===== src/hw/rtl/qcsu_pkg.sv =====
// shared types, widths and helper functions of the quadratic spline upsampler
`timescale 1ns / 1ps
package qcsu_pkg;

  localparam int H_W         = 7;   // knot spacing width
  localparam int SPACING_MAX = 64;
  localparam int SPACING_RST = 10;
  localparam int GAIN_W      = 16;
  localparam int GAIN_RST    = 256;
  localparam int ELEV_W      = 24;
  localparam int Y_W         = 32;
  localparam int SLOPE_W     = 48;
  localparam int NUM_W       = 56;  // divider numerator, 16 fraction bits
  localparam int V_W         = 58;  // interpolation accumulator
  localparam int H2_W        = 13;  // h * h
  localparam int POS_W       = 16;
  localparam int CFG_IDX_W   = 2;
  localparam int CFG_DATA_W  = 16;
  localparam int DIV_STEPS   = 4;   // quotient bits per cycle

  localparam logic [CFG_IDX_W-1:0] REG_SPACING = 2'd0;
  localparam logic [CFG_IDX_W-1:0] REG_GAIN    = 2'd1;

  typedef struct packed {
    logic load;   // latch the accepted input word
    logic scale;  // gain multiply, b*h, h*h, base position
    logic prep;   // form numerator and start division
    logic coef;   // take quotient as a or as the first slope
    logic slope;  // next slope and forward difference setup
    logic step;   // emit one interpolated point
    logic knot;   // emit the knot and update line state
  } ctrl_cmd_t;

  typedef struct packed {
    logic first_knot;
    logic h_one;
    logic t_last;
    logic div_done;
    logic out_free;
  } dp_status_t;

  function automatic logic signed [SLOPE_W-1:0] sat_slope(input logic signed [63:0] v);
    logic signed [63:0] hi;
    logic signed [63:0] lo;
    hi = (64'sd1 <<< (SLOPE_W - 1)) - 64'sd1;
    lo = -hi - 64'sd1;
    if (v > hi) begin
      sat_slope = hi[SLOPE_W-1:0];
    end else if (v < lo) begin
      sat_slope = lo[SLOPE_W-1:0];
    end else begin
      sat_slope = v[SLOPE_W-1:0];
    end
  endfunction

  function automatic logic signed [Y_W-1:0] sat_height(input logic signed [V_W-17:0] v);
    logic upper_same;
    upper_same = (&v[V_W-17:Y_W-1]) | ~(|v[V_W-17:Y_W-1]);
    if (upper_same) begin
      sat_height = v[Y_W-1:0];
    end else if (v[V_W-17]) begin
      sat_height = {1'b1, {(Y_W-1){1'b0}}};
    end else begin
      sat_height = {1'b0, {(Y_W-1){1'b1}}};
    end
  endfunction

endpackage


===== src/hw/rtl/qcsu_ctrl.sv =====
// sequencer for one knot: scale, divide, set up, emit points, emit knot; the first knot of a line skips to emit knot
`timescale 1ns / 1ps
module qcsu_ctrl (
  input  logic                 clk,
  input  logic                 rst,
  input  logic                 in_valid,
  output logic                 in_ready,
  input  qcsu_pkg::dp_status_t status,
  output qcsu_pkg::ctrl_cmd_t  cmd
);

  typedef enum logic [7:0] {
    S_IDLE  = 8'b0000_0001,
    S_SCALE = 8'b0000_0010,
    S_PREP  = 8'b0000_0100,
    S_DIV   = 8'b0000_1000,
    S_COEF  = 8'b0001_0000,
    S_SLOPE = 8'b0010_0000,
    S_EMIT  = 8'b0100_0000,
    S_KNOT  = 8'b1000_0000
  } state_t;

  state_t state;
  state_t state_next;

  assign in_ready = (state == S_IDLE);

  always_comb begin
    state_next = state;
    cmd        = '0;
    unique case (state)
      S_IDLE: begin
        if (in_valid) begin
          cmd.load   = 1'b1;
          state_next = S_SCALE;
        end
      end
      S_SCALE: begin
        cmd.scale  = 1'b1;
        state_next = status.first_knot ? S_KNOT : S_PREP;
      end
      S_PREP: begin
        cmd.prep   = 1'b1;
        state_next = S_DIV;
      end
      S_DIV: begin
        if (status.div_done) begin
          state_next = S_COEF;
        end
      end
      S_COEF: begin
        cmd.coef   = 1'b1;
        state_next = S_SLOPE;
      end
      S_SLOPE: begin
        cmd.slope  = 1'b1;
        state_next = status.h_one ? S_KNOT : S_EMIT;
      end
      S_EMIT: begin
        if (status.out_free) begin
          cmd.step = 1'b1;
          if (status.t_last) begin
            state_next = S_KNOT;
          end
        end
      end
      S_KNOT: begin
        if (status.out_free) begin
          cmd.knot   = 1'b1;
          state_next = S_IDLE;
        end
      end
      default: state_next = S_IDLE;
    endcase
  end

  always_ff @(posedge clk) begin
    if (rst) begin
      state <= S_IDLE;
    end else begin
      state <= state_next;
    end
  end

endmodule


===== config.mk =====
export PLATFORM = sky130hd
export DESIGN_NAME = qcsu_ctrl
export DESIGN_NICKNAME = d
export VERILOG_FILES = /design/src/hw/rtl/qcsu_pkg.sv /design/src/hw/rtl/qcsu_ctrl.sv
export SDC_FILE = /design/constraint.sdc
export NUM_CORES = 1
export LEC_CHECK = 0
export ABC_CLOCK_PERIOD_IN_PS = 1600
export BUFFER_PORTS_ARGS = -buffer_cell sky130_fd_sc_hd__buf_2
export CAP_MARGIN = 20
export CORE_AREA = 10 10 47 49
export CTS_CLUSTER_DIAMETER = 100
export CTS_CLUSTER_SIZE = 30
export DETAILED_ROUTE_END_ITERATION = 8
export DIE_AREA = 0 0 57 59
export PLACE_DENSITY_LB_ADDON = 0.3
export RECOVER_POWER = 50
export SYNTH_ARGS = -nofsm -noshare
export SYNTH_HDL_FRONTEND = slang
export SYNTH_SLANG_ARGS = --single-unit

===== constraint.sdc =====
create_clock -name clk -period 1.6 [get_ports clk]
set_input_delay 0.24 -clock clk [delete_from_list [all_inputs] [get_ports clk]]
set_output_delay 0.24 -clock clk [all_outputs]
set_load 0.03 [all_outputs]

Word-level counts from Yosys, hierarchy flattened
Index checks and enable logic that the tools add are counted.

storage, ports and cells
  bits of input ports = 8
  bits in registers = 8
  output and inout port bits = 8
  word-level logic and storage cells = 32

operators by class
  multiplexer cells = 17
  reductions and logical operators = 1
  equal/unequal tests = 13

operators by type and width
  kind                                           count
  one-hot mux 8 bit (8 select lines)             1
  two-way mux 8 bit                              7
  != test 2 bit, second input constant           5
  two-way mux 1 bit                              9
  == test 8 x 1 -> 1 bit, second input constant  1
  == test 8 x 2 -> 1 bit, second input constant  1
  == test 8 x 3 -> 1 bit, second input constant  1
  == test 8 x 4 -> 1 bit, second input constant  1
  == test 8 x 5 -> 1 bit, second input constant  1
  == test 8 x 6 -> 1 bit, second input constant  1
  == test 8 x 7 -> 1 bit, second input constant  1
  == test 8 bit, second input constant           1
  AND reduction 5 bit                            1

Longest topological paths before layout
  depth after elaboration = 3
  gate-level depth with buffers = 5
  mapped depth without buffers = 5

Worst setup path before layout
No wires, ideal clock.

  path kind = reg-to-output
  start = register state[4]
  end = output cmd[0] (netlist bit)
  arrival = 1.526 ns
  cell stages (with the launch flop) = 4
  path buffers = 0
  data required time = 1.360 ns
  slack = -0.166 ns
  cell sequence = dfxtp_1 -> nor4_4 -> nand2_1 -> nor3_1

RTL lines
  item                      RTL line         RTL
  start: declaration        qcsu_ctrl.sv:23  state_t state;
  start signal: assignment  qcsu_ctrl.sv:81  state <= state_next;
  end: declaration          qcsu_ctrl.sv:9   output qcsu_pkg::ctrl_cmd_t cmd

==> impl_summary.txt <==
----------------------------------------------------
[Route]
  Total number of vias ... 565
  DRC violations left ... 0
  First-pass detailed-route iteration total ... 4
  Vias per Instance ... 5.28
  Wire length per cell ... 15.2 um
  Wirelength, routed ... 1.63 mm
  First-iteration detailed-routing DRC count ... 4
  Remaining antenna violation count after routing ... 0

[Cells and area]
  Layout Utilization ... 0.594
  Fraction of final layout cells sized beyond drive strength 1 ... 0.582
  Diodes inserted ... 0
  Reg with most FFs ... state
  Leading cell type in the layout, fill and taps excluded ... sky130_fd_sc_hd__buf_4
  Most frequent cells in the layout ... 14 x sky130_fd_sc_hd__buf_4, 9 x sky130_fd_sc_hd__nor2_1, 9 x sky130_fd_sc_hd__buf_6
  Flip-flop count of the largest register, all copies and words added ... 8
  Nets ... 101
  Registers with the most flip-flops ... state x8
  Layout Area Growth over Synthesis ... 66.2%

[CTS]
  Number of buffers on the longest clock path ... 2
  Root buffer selected by CTS ... sky130_fd_sc_hd__clkbuf_4
  Number of hold buffers added after cts ... 0
  Clock slew at the register clock pins of the worst setup and hold paths ... 0.05 ns
  Clock tree from TritonCTS ... done
  CTS HTree Levels ... 1
  Sink Count ... 8
  Worst skew pair latency ... 0.27 ns
  TritonCTS buffer count ... 3

[Timing]
  Rel. slew slack ... 0.800
  RSZ-0062 raised after global routing ... true
  Highest clock frequency the design can meet ... 0.578 GHz
  Clock tree skew after final layout ... 0.00713 ns
  Final critical-path required period ... 1.73 ns
  Transition time at the pin with the least slew margin ... 0.299 ns
  Total count of hold-check failures in the final report ... 0
  Crit share post-route ... 1.08
  Final critical-path setup slack ... -0.131 ns
  Setup-failing EPs final ... 14
  Final number of max-transition violations ... 0

[Pwr]
  Net Switching ... 500 uW
  Flop pwr share ... 0.227
  Clock share of power ... 0.130
  Switching share of power ... 0.401
  Static leakage ... 0.360 nW
  Areal power density over the cells ... 1500 nW/um2
  Peak supply drop ... 703 uV
  Internal cell power ... 746 uW
  Gate power share ... 0.643

[Floorplanning]
  Io pins ... 16
  Number of placement rows ... 14
  Starting density of the core ... 0.357
  Height of the chip ... 59 um
  Core outline area ... 1400 um2
  Width of the die ... 57 um
  Die area ... 3360 um2

[Setup path]
  Worst Reg2Reg Path Length in Cells ... 8
  Reg2Reg Capture Point ... state[4]
  Largest fanout on the critical path ... 4
  Worst reg2reg path startpoint ... state[4]
  Arrival time of data at the critical path endpoint ... 1.49 ns
  Worst setup SP type ... flop
  Critical Setup Path Class ... flop to output pin
  Setup slack on the worst flop-to-flop path ... -0.06 ns
  Element type at the critical path end ... output pin
  Required time of the critical path ... 1.36 ns

[Placement]
  Count of buffers inserted at the top-level ports ... 15
  Post-detail-place hpwl ... 1.11 mm
  Worst-case setup slack after placement ... 0.0301 ns
  Final GP Congestion ... 0.777

[Yosys]
  Cells taking the most area after synthesis ... sky130_fd_sc_hd__dfxtp_1 32%, sky130_fd_sc_hd__nor2_1 6.8%, sky130_fd_sc_hd__nor3_1 5.0%
  Post-synthesis cell type with the largest combined area ... sky130_fd_sc_hd__dfxtp_1
  Portion of the post-synthesis area used by sequential elements ... 0.320
  Synthesized flop and latch total ... 8
  Count of yosys warnings during synthesis ... 0
  Gate count after technology mapping ... 59
  Mapped Nets ... 67
  Area share of the largest cell type after synthesis ... 0.320
  Synth Area per Inst ... 8.48 um2
  Number of distinct standard cells referenced by the synthesized netlist ... 28
  Combined area of all synthesized cells ... 500 um2

[Global routing]
  Global-route wire length before repair ... 2.45 mm
  Number of antenna violations at the first check in global routing ... 0
  Total routing resource utilization after global routing ... 0.0934
  Global route total overflow ... 0
  Largest net degree at the start of global routing ... 9
  Vias in the first global route ... 544

[Job]
  Count of max-cap constraint violations ... 0

[Min path]
  Worst hold path startpoint ... status[4]
  Number of cells on the worst hold path ... 2
  Worst min-delay path category ... input pin to flop
  Sink of the worst hold path ... state[2]

[Status]
  Result of the run ... finished, violations left
  Violated checks ... setup timing

----------------------------------------------------
[stage by stage]
stage / instance area, um2 / hold WS [ns] / setup TNS [ns] / power (mW) / instances
2_1_floorplan: 512 / 0.311 / 0 / 0.647 / 59
3_3_place_gp: 656 / 0.450 / 0 / 0.833 / 96
3_5_place_dp: 656 / 0.456 / 0 / 0.840 / 96
4_1_cts: 783 / 0.183 / -1.22 / 1.11 / 104
5_1_grt: 832 / 0.191 / -1.82 / 1.31 / 107
6_report: 832 / 0.186 / -0.912 / 1.25 / 107
[kinds of logic after synthesis]
| logic type | after synthesis | share of synthesized area |
|---|---|---|
| flops | 8 | 0.320 |
| simple gates | 36 | 0.502 |
| compound gates | 10 | 0.140 |
| buf+inv | 5 | 0.0375 |
[area by class of cell]
class                           instances  area, um2
Clock buffer                            3       22.5
Fill cell                             130        569
Inverter                                4       18.8
Multi-Input combinational cell         46        355
Sequential cell                         8        174
Tap cell                               16       20.0
Timing Repair Buffer                   30        241
[Yosys cell counts, drive strengths merged]
master,instances
nor2,10
dfxtp,8
nor3,5
inv,4
a21oi,3
nand2,3
nand4b,3
and2,2
and4b,2
nand4,2
nor2b,2
nor4,2
a211o,1
a211oi,1
a22oi,1
a31oi,1
and3,1
clkbuf,1
nand2b,1
nand3,1
nor4b,1
o21ai,1
o22ai,1
o31ai,1
or2,1
[worst max-delay path, cell delays in order, from the launching register on]
cell and delay [ns]:
sky130_fd_sc_hd__dfxtp_4 0.35, sky130_fd_sc_hd__nor4_4 0.25, sky130_fd_sc_hd__buf_4 0.18, sky130_fd_sc_hd__nand4b_4 0.11, sky130_fd_sc_hd__clkinvlp_4 0.09, sky130_fd_sc_hd__and2_4 0.13, sky130_fd_sc_hd__buf_6 0.12
[repair_timing]
action                                  in CTS  in global routing
endpoints found under the setup margin       8                 16
pin swaps                                    8                  5
setup buffers                                5                  3
resized for setup                           24                  8
[worst max path at each step]
stage                    end  slack (ns)      from  cells past startpoint
global route          cmd[6]       -0.18  state[4]                      6
global placement    state[2]        0.06  state[6]                      5
detailed placement  state[0]        0.03  state[4]                      5
floorplan             cmd[6]        0.06  state[4]                      4
CTS                   cmd[1]       -0.16  state[3]                      4
finish                cmd[6]       -0.13  state[4]                      6
[metal layers]
| metal | vias to the layer above | wire [um] | track usage |
|---|---|---|---|
| met4 | 0 | 36 | 0.0604 |
| met1 | 264 | 584 | 0.0869 |
| met2 | 16 | 872 | 0.161 |
| met5 | - | 0 | 0 |
| met3 | 5 | 137 | 0.0451 |
| li1 | 280 | - | - |
[power by group through the flow]
stage | registers, mW | clock network, mW | logic [mW]
after floorplan | 0.276 | 0 | 0.370
after detailed placement | 0.278 | 0 | 0.562
after global placement | 0.277 | 0 | 0.556
final | 0.283 | 0.162 | 0.801
after global routing | 0.287 | 0.168 | 0.859
after CTS | 0.284 | 0.163 | 0.667
No activity file was read; power rests on OpenSTA's default activity.
